==> config.mk <==
export PLATFORM = sky130hd
export DESIGN_NAME = bcds_divider
export DESIGN_NICKNAME = d
export VERILOG_FILES = /design/src/hdl/bcds_pkg.sv /design/src/hdl/bcds_divider.sv
export SDC_FILE = /design/constraint.sdc
export NUM_CORES = 1
export LEC_CHECK = 0
export BUFFER_PORTS_ARGS = -buffer_cell sky130_fd_sc_hd__buf_2
export CORE_MARGIN = 3
export CORE_UTILIZATION = 35
export CTS_CLUSTER_SIZE = 16
export DETAILED_ROUTE_END_ITERATION = 16
export GPL_TIMING_DRIVEN = 0
export SYNTH_ARGS = -nofsm -noshare
export SYNTH_HDL_FRONTEND = slang
export SYNTH_SLANG_ARGS = --single-unit
==> constraint.sdc <==
create_clock -name i_clk -period 6.01 [get_ports i_clk]
set_input_delay 1.803 -clock i_clk [delete_from_list [all_inputs] [get_ports i_clk]]
set_output_delay 1.803 -clock i_clk [all_outputs]
set_load 0.02 [all_outputs]
==> src/hdl/bcds_pkg.sv <==
// Package with types, constants and codes for the box collision and depth scale engine.
package bcds_pkg;

    localparam int RamBytes   = 2048;
    localparam int AddrW      = 11;
    localparam int MaxObjects = 64;
    localparam int EntrySize  = 14;
    localparam int EntryBase  = 16;
    localparam int NumEntries = MaxObjects - 1;
    localparam int EntryW     = $clog2(MaxObjects);
    localparam int FieldW     = 3;

    localparam logic [15:0] DefaultNear = 16'h6400;
    localparam logic [7:0]  ModeAll     = 8'h0c;
    localparam logic [15:0] SpecW       = 16'h0058;
    localparam logic [15:0] SpecD       = 16'h0004;
    localparam logic [15:0] SpecH       = 16'h0010;
    localparam logic [15:0] SpecY       = 16'h0030;

    typedef enum logic [1:0] {
        REQ_READ  = 2'd0,
        REQ_WRITE = 2'd1,
        REQ_START = 2'd2,
        REQ_NONE  = 2'd3
    } t_req;

    typedef struct packed {
        logic [1:0]       req_type;
        logic [AddrW-1:0] address;
        logic [7:0]       write_data;
    } t_in_item;

    typedef struct packed {
        logic [7:0] read_data;
        logic       done_res;
    } t_out_item;

    // Divider handshake.
    typedef struct packed {
        logic        start;
        logic [23:0] dividend;
        logic [15:0] divisor;
    } t_div_req;

    typedef struct packed {
        logic        busy;
        logic        done;
        logic [15:0] quotient;
    } t_div_rsp;

    typedef enum logic [4:0] {
        S_IDLE,
        S_RD_WAIT,
        S_OUT,
        S_CLEAR,
        S_JOB_RD,
        S_JOB_WAIT,
        S_JOB_HDR,
        S_COL_RD,
        S_COL_WAIT,
        S_COL_CAP,
        S_COL_EVAL,
        S_COL_WR,
        S_DEP_RD,
        S_DEP_WAIT,
        S_DEP_CAP,
        S_DEP_DIV,
        S_DEP_WR,
        S_ZERO
    } t_state;

endpackage

==> src/hdl/bcds_divider.sv <==
// Restoring divider producing one quotient bit per cycle (24 by 16 bits).
module bcds_divider (
    input  logic               i_clk,
    input  logic               i_rst_n,
    input  bcds_pkg::t_div_req i_req,
    output bcds_pkg::t_div_rsp o_rsp
);
    import bcds_pkg::*;

    logic [23:0] r_quo, n_quo;
    logic [16:0] r_rem, n_rem;
    logic [15:0] r_div;
    logic [4:0]  r_cnt, n_cnt;
    logic        r_busy, n_busy;
    logic        r_done, n_done;
    logic [16:0] trial;
    logic [16:0] shifted;

    always_comb begin
        n_quo   = r_quo;
        n_rem   = r_rem;
        n_cnt   = r_cnt;
        n_busy  = r_busy;
        n_done  = 1'b0;
        shifted = {r_rem[15:0], r_quo[23]};
        trial   = shifted - {1'b0, r_div};
        if (i_req.start) begin
            n_quo  = i_req.dividend;
            n_rem  = '0;
            n_cnt  = 5'd0;
            n_busy = 1'b1;
        end else if (r_busy) begin
            if (!trial[16]) begin
                n_rem = trial;
                n_quo = {r_quo[22:0], 1'b1};
            end else begin
                n_rem = shifted;
                n_quo = {r_quo[22:0], 1'b0};
            end
            n_cnt = r_cnt + 5'd1;
            if (r_cnt == 5'd23) begin
                n_busy = 1'b0;
                n_done = 1'b1;
            end
        end
    end

    always_ff @(posedge i_clk) begin
        if (!i_rst_n) begin
            r_busy <= 1'b0;
            r_done <= 1'b0;
            r_cnt  <= '0;
        end else begin
            r_busy <= n_busy;
            r_done <= n_done;
            r_cnt  <= n_cnt;
        end
        r_quo <= n_quo;
        r_rem <= n_rem;
        if (i_req.start) begin
            r_div <= i_req.divisor;
        end
    end

    assign o_rsp.busy     = r_busy;
    assign o_rsp.done     = r_done;
    assign o_rsp.quotient = r_quo[15:0];

`ifndef NO_ASSERTIONS
    a_done_after_busy: assert property (@(posedge i_clk) disable iff (!i_rst_n)
        r_done |-> $past(r_busy)) else $error("divider done without busy");
    a_no_overlap: assert property (@(posedge i_clk) disable iff (!i_rst_n)
        r_done |-> !r_busy) else $error("divider done while busy");
    a_cnt_range: assert property (@(posedge i_clk) disable iff (!i_rst_n)
        r_busy |-> r_cnt < 5'd24) else $error("divider count overrun");
`endif

endmodule
* Word level (Yosys, flattened, before mapping) *
Cells that the tools add are included.

storage, ports and cells
  input port bits = 43
  bits in registers = 63
  word-level logic and storage cells = 22
  output and inout port bits = 18

cells by class
  reductions and logical operators = 3
  add/sub/neg operators = 2
  eq/ne operators = 1
  bitwise gates (word level) = 2
  mux-type cells = 8

operators by type and width
  kind                                         count
  2-to-1 mux 24 bit                            2
  subtractor 17 x 16 -> 17 bit                 1
  2-to-1 mux 16 bit                            1
  adder 5 x 1 -> 5 bit, second input constant  1
  == test 5 bit, second input constant         1
  2-to-1 mux 1 bit                             5
  OR reduction 3 bit                           1
  inverter 1 bit                               2
  nonzero test 2 bit                           1
  OR reduction 2 bit                           1

* Depth between registers and ports, before layout *
Gate-level depths: netlist of the first run.

  depth in word-level cells = 4
  gate-level depth with buffers = 11
  gate-level depth less buffers = 10

* Least setup slack after synthesis of the first run *
No wires, ideal clock.

  path type = input -> register
  start point = in i_req[40] in the netlist's numbering
  end point = reg r_quo[0] (enable)
  stages = 3
  library setup time = 0.379 ns
  arrival time = 2.576 ns
  slack = 3.055 ns
  data required time = 5.631 ns
  path buffers = 1
  cells stage by stage = clkbuf_1 > nor2_1 > inv_1

between the ends
  cells in the longest elaborated chain, start to end = 1

RTL lines
  what                                 RTL line            source
  start, declared                      bcds_divider.sv:5   input bcds_pkg::t_div_req i_req,
  nonzero test 2 bit (no source line)  -
  end signal, assigned                 bcds_divider.sv:58  r_quo <= n_quo;
  end, declared                        bcds_divider.sv:10  logic [23:0] r_quo, n_quo;

Every way passes these cells.
A chain may end at the register's enable or synchronous reset.

* Final worst setup path of the first run *
  start point = in i_req[40] in the netlist's numbering
  end point = reg r_quo[16] (enable)

Same word-level chain as after synthesis.

==> results of run 1 <==
layout by cell type (no fill, tap or decap), types with 2 or more instances in the layout:
cell type / instances
clkbuf_8: 9
dfxtp_1: 23
nand2_1: 18
o31ai_1: 2
clkinv_4: 3
o211a_1: 2
a22o_1: 2
buf_4: 20
nor3_1: 4
nor2b_1: 2
a211oi_1: 11
nand4_1: 6
bufinv_16: 2
inv_6: 2
buf_6: 2
mux2i_1: 3
buf_2: 61
a21boi_0: 2
edfxtp_1: 40
clkbuf_1: 9
xor2_1: 12
xnor2_1: 2
nand2b_1: 7
o21ai_0: 12
a211oi_2: 5
o21a_1: 3
inv_1: 20
o211ai_1: 4
ha_1: 17
nor2_1: 33
a21o_1: 4
a21oi_1: 25
mux2_2: 23
final cells by class:
cell class | instances | area share, %
sequential | 63 | 39.5
timing repair buffer | 60 | 7.14
tap | 129 | 3.84
multi-input combinational | 215 | 37.1
inverter | 20 | 1.79
buffer | 33 | 5.15
clock inverter | 7 | 2.47
clock buffer | 9 | 2.95
cells by family (layout without fill, tap and decap cells):
family | count (synthesis) | count (layout) | synth area share [%]
AO/OA/AOI/OAI | 81 | 81 | 16.2
XOR/XNOR | 14 | 14 | 3.49
adder cells (fa/ha/maj) | 18 | 18 | 6.62
buffers and inverters | 53 | 129 | 8.30
flip-flops | 63 | 63 | 47.3
multiplexers | 26 | 26 | 8.23
AND/OR/NAND/NOR | 76 | 76 | 9.87
critical path: stages:
cell	delay (ns)
buf_2	0.35
clkbuf_1	0.28
nor2_1	0.15
inv_1	0.71
report_power, final:
| group | switching (mW) | total [mW] | internal, mW |
|---|---|---|---|
| Clock | 0.180 | 0.418 | 0.238 |
| Combinational | 0.140 | 0.255 | 0.115 |
| Sequential | 0.0180 | 0.519 | 0.501 |
sequential cells by signal (all words and copies together) (netlist names):
signal and cells:
r_quo 24, r_div 16, r_rem 16, r_cnt 5, r_busy 1, r_done 1
through the flow:
stage | util [%] | area (µm²) | std cells | hold slack (ns) | worst slack [ns]
finish | 44.2 | 4200 | 536 | 0.486 | 2.67
detailed placement | 41.8 | 3980 | 520 | 0.475 | 2.22
global route | 44.2 | 4200 | 536 | 0.515 | 2.44
CTS | 44.2 | 4200 | 536 | 0.488 | 2.61
global placement | 41.8 | 3980 | 520 | 0.475 | 2.28
floorplan | - | 3510 | 331 | 0.451 | 3.06
routing by layer:
layer  track usage (%)  wire length, µm  vias up
met3              5.10              370        4
met2              19.9             3250       49
li1                  -                -     1318
met5                 0                0        -
met4              5.27               76        0
met1              18.1             3460     1185
worst min-delay path by stage:
stage	startpoint	endpoint	slack, ns	depth (start not counted)
global route	r_cnt[4]	r_done	0.52	2
CTS	r_cnt[4]	r_done	0.49	2
global placement	r_cnt[4]	r_done	0.48	2
finish	r_cnt[4]	r_done	0.49	2
detailed placement	r_cnt[4]	r_done	0.47	2
floorplan	r_cnt[4]	r_done	0.45	2
==> results by group, run 1 <==
Synthesis
  – Cells after Synth: around 330
  – Async SR Flop Fraction: 0%
  – Post-synth top flop: edfxtp_1
  – Netlist Area Pre-Place: between 0.003 and 0.004 mm²
  – Dominant cell type by area after synthesis: edfxtp_1
  – Synth cell count leaders: 40 x edfxtp_1, 33 x nor2_1, 25 x a21oi_1
  – Seq cells post-synth: 63
  – EDFF count, synth: 40
  – Synth top area cells: edfxtp_1 34%, dfxtp_1 13%, mux2_2 7.4%, ha_1 6.1%, buf_4 4.3%
  – Cell with the most instances after synthesis: edfxtp_1
  – Ys Warns: 0
  – Syn_area_per_cell: 10.6 µm²
  – Top cell type's share of synthesized area: 34.2%
  – Yosys cell types: 46
  – Syn Nets: 392
  – Post-synthesis sequential area ratio: a little under half

Worst setup path
  – CP arrival: 3.31 ns
  – Worst setup EP type: flop
  – Worst r2r path cells: 10
  – Required @ worst endpoint: 5.98 ns
  – CP max FO: 24
  – Worst flop-to-flop path startpoint: r_quo[23]
  – Crit path kind: in2reg
  – Critical path startpoint category: primary input
  – Critical path origin: i_req[40]
  – Flop2flop setup slack: 3.32 ns
  – Critical path destination: r_quo[16]
  – Critical R2R Capture: r_rem[11]

Clock tree
  – H-tree depth: 3
  – Clock sink count: 63
  – Clock insertion delay at the later pin of the skew report: 0.34 ns
  – Post-CTS Setup Bufs: 0
  – Clock transition at path regs: 0.08 ns
  – Num CTS Buffers: 9
  – CTS Hold Buffers Added: 0
  – Post-CTS sizing: 0
  – TritonCTS clock tree: built
  – Root buf cell: clkbuf_8
  – Max clock buf depth: 2

Timing
  – Clk_skew: 0.0132 ns
  – Max Slew Vio Count: 0
  – Setup TNS: 0 ns
  – Tightest Pin Transition: 0.940 ns
  – Max Clk Rate: 299 MHz
  – Final setup violation count: 0
  – Hold Vio Cnt, Final: 0
  – RSZ-0062 raised after global routing: no
  – Crit path time final: around 3.3 ns
  – Worst slew margin: 37.3%
  – Final period util: a little under three fifths

Global routing
  – GRT Total Usage: 13.6%
  – Vias in the first global route: 2540
  – Largest net degree at the start of global routing: 25
  – Global-route wire length before repair: 12100 µm
  – Gr ovfl total: 0
  – Antenna violations before repair: 0

Routing
  – DRT Pass-1 Iters: 4
  – Via count: 2556
  – Iter 0 DRT Violations: 79
  – Drt drc: 0
  – ANT nets after route: 0
  – Vias per cell: approximately 4.8
  – Total wire length: around 7000 µm
  – WL/cell: 13.4 µm

Floorplanning
  – Die area: between 0.01 and 0.015 mm²
  – Ports: 61
  – Die H: 106 µm
  – Num rows: 35
  – Chip Width: 106 µm
  – Initial core utilization: between 30% and 40%
  – Core Box Area: 0.00950 mm²

Worst hold path
  – Worst min path class: reg2reg

Layout
  – Share of layout cells above drive strength 1: 32.7%
  – Filler cells: 926
  – Multi-input gate area: 0.00156 mm²
  – # diodes: 0
  – NumNets Final: 463
  – Layout area overhead: 19.6%
  – Register area: 0.00166 mm²

Placed design
  – Placer Congestion: 0.811
  – Port buffer count: 60
  – Post-DP HPWL: 5230 µm

Power
  – Total power: 1.19 mW
  – Total leakage power: 1.76 nW
  – Maximum vdd drop: 0.000148 V
  – Power density cells: 284 mW/mm²

Run status
  – Status: finished clean

Job
  – Max cap viols: 0
Note: power is estimated with default switching activity, not from simulation.
==> run 2: changes to the inputs <==
--- a/config.mk
+++ b/config.mk
@@ -5,6 +5,7 @@
 export SDC_FILE = /design/constraint.sdc
 export NUM_CORES = 1
 export LEC_CHECK = 0
+export ABC_AREA = 1
 export BUFFER_PORTS_ARGS = -buffer_cell sky130_fd_sc_hd__buf_2
 export CORE_MARGIN = 3
 export CORE_UTILIZATION = 35
==> constraint.sdc (replaced) <==
create_clock -name i_clk -period 3 [get_ports i_clk]
set_input_delay 0.9 -clock i_clk [delete_from_list [all_inputs] [get_ports i_clk]]
set_output_delay 0.9 -clock i_clk [all_outputs]
set_load 0.02 [all_outputs]
==> run 2 against run 1 <==
Compared with the run above:
- first-iteration DRC count rose by 42%
- synthesized cell count grew 59%
- critical path depth unchanged
- combinational power is 16% higher
- sequential power grew 95%
- die area is 8.3% higher
- synthesized area up 8.8%
- clock skew down 0.0036 ns
- non-clock buffer count shrank 6
- register-to-register slack got worse by 2.7 ns
- flip-flop and latch count stayed put
- final area grew 7.0%
- largest cell class unchanged
==> results by group, run 2 <==
Worst setup path
  – CP arrival: 2.72 ns (-0.59 ns)
  – Worst flop-to-flop path startpoint: r_quo[23]
  – Worst path cell trace: buf_2, clkbuf_1, nor2_1, inv_1
  – CP max stage cell: inv_1
  – Worst setup EP type: flop
  – Worst r2r path cells: 16 (+6)
  – Critical R2R Capture: r_rem[10]
  – Crit path kind: in2reg
  – CP max FO: 25 (+4.2%)
  – Critical path startpoint category: primary input
  – Required @ worst endpoint: 2.97 ns (-3.01 ns)
  – CP max stage delay: 0.75 ns (+0.04 ns)
  – Flop2flop setup slack: 0.64 ns (-2.68 ns)

Synthesis
  – Top cell type's share of synthesized area: 31.4% (-2.8 points)
  – Yosys cell types: 26 (-43%)
  – EDFF count, synth: 40 (unchanged)
  – Netlist Area Pre-Place: 0.00382 mm² (+8.8%)
  – Synth top area cells: edfxtp_1 31%, nand2_1 22%, dfxtp_1 12%, inv_1 9.0%, ha_1 5.6%
  – Syn Nets: 586 (+49%)
  – Post-synth top flop: edfxtp_1
  – Dominant cell type by area after synthesis: edfxtp_1
  – Ys Warns: 0 (unchanged)
  – Post-synthesis sequential area ratio: 43.5% (-3.8 points)
  – Syn_area_per_cell: 7.28 µm² (-31%)
  – Seq cells post-synth: 63 (unchanged)
  – Cell with the most instances after synthesis: nand2_1
  – Cells after Synth: 525 (+59%)
  – Synth cell count leaders: 225 x nand2_1, 92 x inv_1, 40 x edfxtp_1
  – Async SR Flop Fraction: 0% (unchanged)

Layout
  – Most frequent cells in the layout: 225 x nand2_1, 92 x inv_1, 60 x buf_2
  – Most common cell after layout, fill and taps aside: nand2_1
  – Top Registers: r_quo x24, r_div x16, r_rem x16
  – Layout area overhead: 17.7%
  – Number of flip-flops in the largest register: 24 (unchanged)
  – Share of layout cells above drive strength 1: 19.0% (-14 points)
  – Largest reg by FF count: r_quo
  – Utilization after layout: 43.0% (-1.2 points)
  – Filler cells: 1117 (+21%)
  – NumNets Final: 657 (+42%)
  – # diodes: 0 (unchanged)

Routing
  – DRT Pass-1 Iters: 4 (unchanged)
  – Vias per cell: 4.39 (-7.8%)
  – ANT nets after route: 0 (unchanged)
  – Iter 0 DRT Violations: 112 (+42%)
  – Drt drc: 0 (unchanged)
  – Total wire length: 8140 µm (+14%)
  – WL/cell: 11.0 µm (-17%)
  – Via count: 3239 (+27%)

Global routing
  – Vias in the first global route: 3123 (+23%)
  – Global-route wire length before repair: 13900 µm (+15%)
  – Antenna violations before repair: 0 (unchanged)
  – GRT Total Usage: 13.9% (+0.31 points)
  – Largest net degree at the start of global routing: 26 (+4.0%)
  – Gr ovfl total: 0 (unchanged)

Run status
  – Status: finished clean

Clock tree
  – H-tree depth: 3 (unchanged)
  – TritonCTS clock tree: built
  – Clock transition at path regs: 0.07 ns (about the same)
  – Post-CTS Setup Bufs: 0 (unchanged)
  – Max clock buf depth: 2 (unchanged)
  – Root buf cell: clkbuf_8
  – Num CTS Buffers: 9 (unchanged)
  – CTS Hold Buffers Added: 0 (unchanged)
  – Clock sink count: 63 (unchanged)
  – Clock insertion delay at the later pin of the skew report: 0.35 ns (about the same)
  – Post-CTS sizing: 0 (unchanged)

Timing
  – Setup TNS: 0 ns (unchanged)
  – Final setup violation count: 0 (unchanged)
  – Worst slew margin: 37.2% (-0.066 points)
  – Crit path time final: 2.74 ns
  – Clk_skew: 0.00960 ns (-0.00362 ns)
  – Final period util: 91.4%
  – Max Clk Rate: 365 MHz
  – Hold Vio Cnt, Final: 0 (unchanged)
  – RSZ-0062 raised after global routing: no
  – Tightest Pin Transition: 0.941 ns (+0.000989 ns)
  – Max Slew Vio Count: 0 (unchanged)

Floorplanning
  – Num rows: 37 (+5.7%)
  – Die H: 110 µm (+4.0%)
  – Initial core utilization: 36.5% (-0.45 points)
  – Chip Width: 110 µm (+4.0%)
  – Die area: 0.0122 mm² (+8.3%)
  – Ports: 61 (unchanged)
  – Core Box Area: 0.0105 mm² (+10%)

Power
  – Sw Ratio: 27.9% (-0.44 points)
  – Int Power: 1.50 mW (+75%)
  – Power density cells: 462 mW/mm² (+63%)
  – Seq pwr share: 48.6% (+5.1 points)
  – Switching pwr: 0.580 mW (+72%)
  – Clock share of power: 37.1% (+2.0 points)
  – Combinational share of power: 14.3% (-7.1 points)
  – Total leakage power: 2.41 nW (+37%)
  – Maximum vdd drop: 0.000293 V (+98%)

Placed design
  – Post-DP HPWL: 6240 µm (+19%)
  – Port buffer count: 60 (unchanged)
  – Placer Congestion: 0.850 (+4.8%)

Worst hold path
  – Min-Delay Path Depth: 2 (unchanged)
  – Worst min path class: reg2reg
  – Hold path endpoint: r_rem[3]
  – HP Start: r_rem[3]

Job
  – Max cap viols: 0 (unchanged)
run 2: cell type report:
| cell class | instances | area [µm²] | area share [%] |
|---|---|---|---|
| Buffer | 27 | 188 | 4.17 |
| Clock buffer | 9 | 124 | 2.75 |
| Clock inverter | 7 | 81.3 | 1.81 |
| Inverter | 94 | 353 | 7.85 |
| Multi-Input combinational cell | 341 | 1620 | 36.0 |
| Sequential cell | 63 | 1660 | 37.0 |
| Tap cell | 136 | 170 | 3.78 |
| Timing Repair Buffer | 60 | 300 | 6.68 |
run 2: per-stage QoR:
step	setup WS, ns	instances	cell area [µm²]	total power, mW	hold WS [ns]
after floorplan	0.766	525	3820	1.23	0.443
after global placement	-0.131	721	4290	1.33	0.460
after detailed placement	-0.181	721	4290	1.33	0.464
after CTS	0.207	737	4500	2.12	0.477
after global routing	0.00905	737	4500	2.20	0.490
final	0.259	737	4500	2.08	0.477
run 2: worst max-delay path by stage:
stage	start	end	slack, ns	cells past startpoint
6_report	i_req[40]	r_quo[7]	0.26	4
5_1_grt	i_req[40]	r_busy	0.009	6
2_1_floorplan	i_req[40]	r_quo[0]	0.77	3
3_5_place_dp	i_req[40]	r_quo[13]	-0.18	4
3_3_place_gp	i_req[40]	r_quo[13]	-0.13	4
4_1_cts	i_req[40]	r_busy	0.21	6
run 2: cells by family (layout without fill, tap and decap cells):
kind of cell    after synthesis  after routing  share of synthesized area (%)
compound gates               18             18                           2.62
flops                        63             63                           43.5
buf+inv                     121            197                           14.1
simple gates                298            298                           32.1
xor+xnor                      7              7                           1.60
fa+ha+maj                    18             18                           6.09
run 2: per-layer routing:
metal | wire length [µm] | vias to the layer above | part of all wire (%) | GRT usage, %
met4 | 108 | 0 | 1.3 | 4.60
met5 | 0 | - | 0 | 0
li1 | - | 1741 | - | -
met2 | 3740 | 54 | 46 | 22.5
met1 | 3910 | 1436 | 48 | 17.5
met3 | 389 | 8 | 4.8 | 4.38
run 2: power by group through the flow:
| stage | sequential (mW) | clock (mW) | combinational, mW |
|---|---|---|---|
| global placement | 1.03 | 0 | 0.298 |
| finish | 1.01 | 0.772 | 0.297 |
| global route | 1.02 | 0.844 | 0.335 |
| floorplan | 1.02 | 0 | 0.209 |
| CTS | 1.01 | 0.805 | 0.301 |
| detailed placement | 1.03 | 0 | 0.301 |
run 2: critical path, delay by kind of cell:
| family | cells | cell delay [ns] |
|---|---|---|
| and+or+nand+nor | 1 | 0.26 |
| buffers and inverters | 3 | 1.54 |
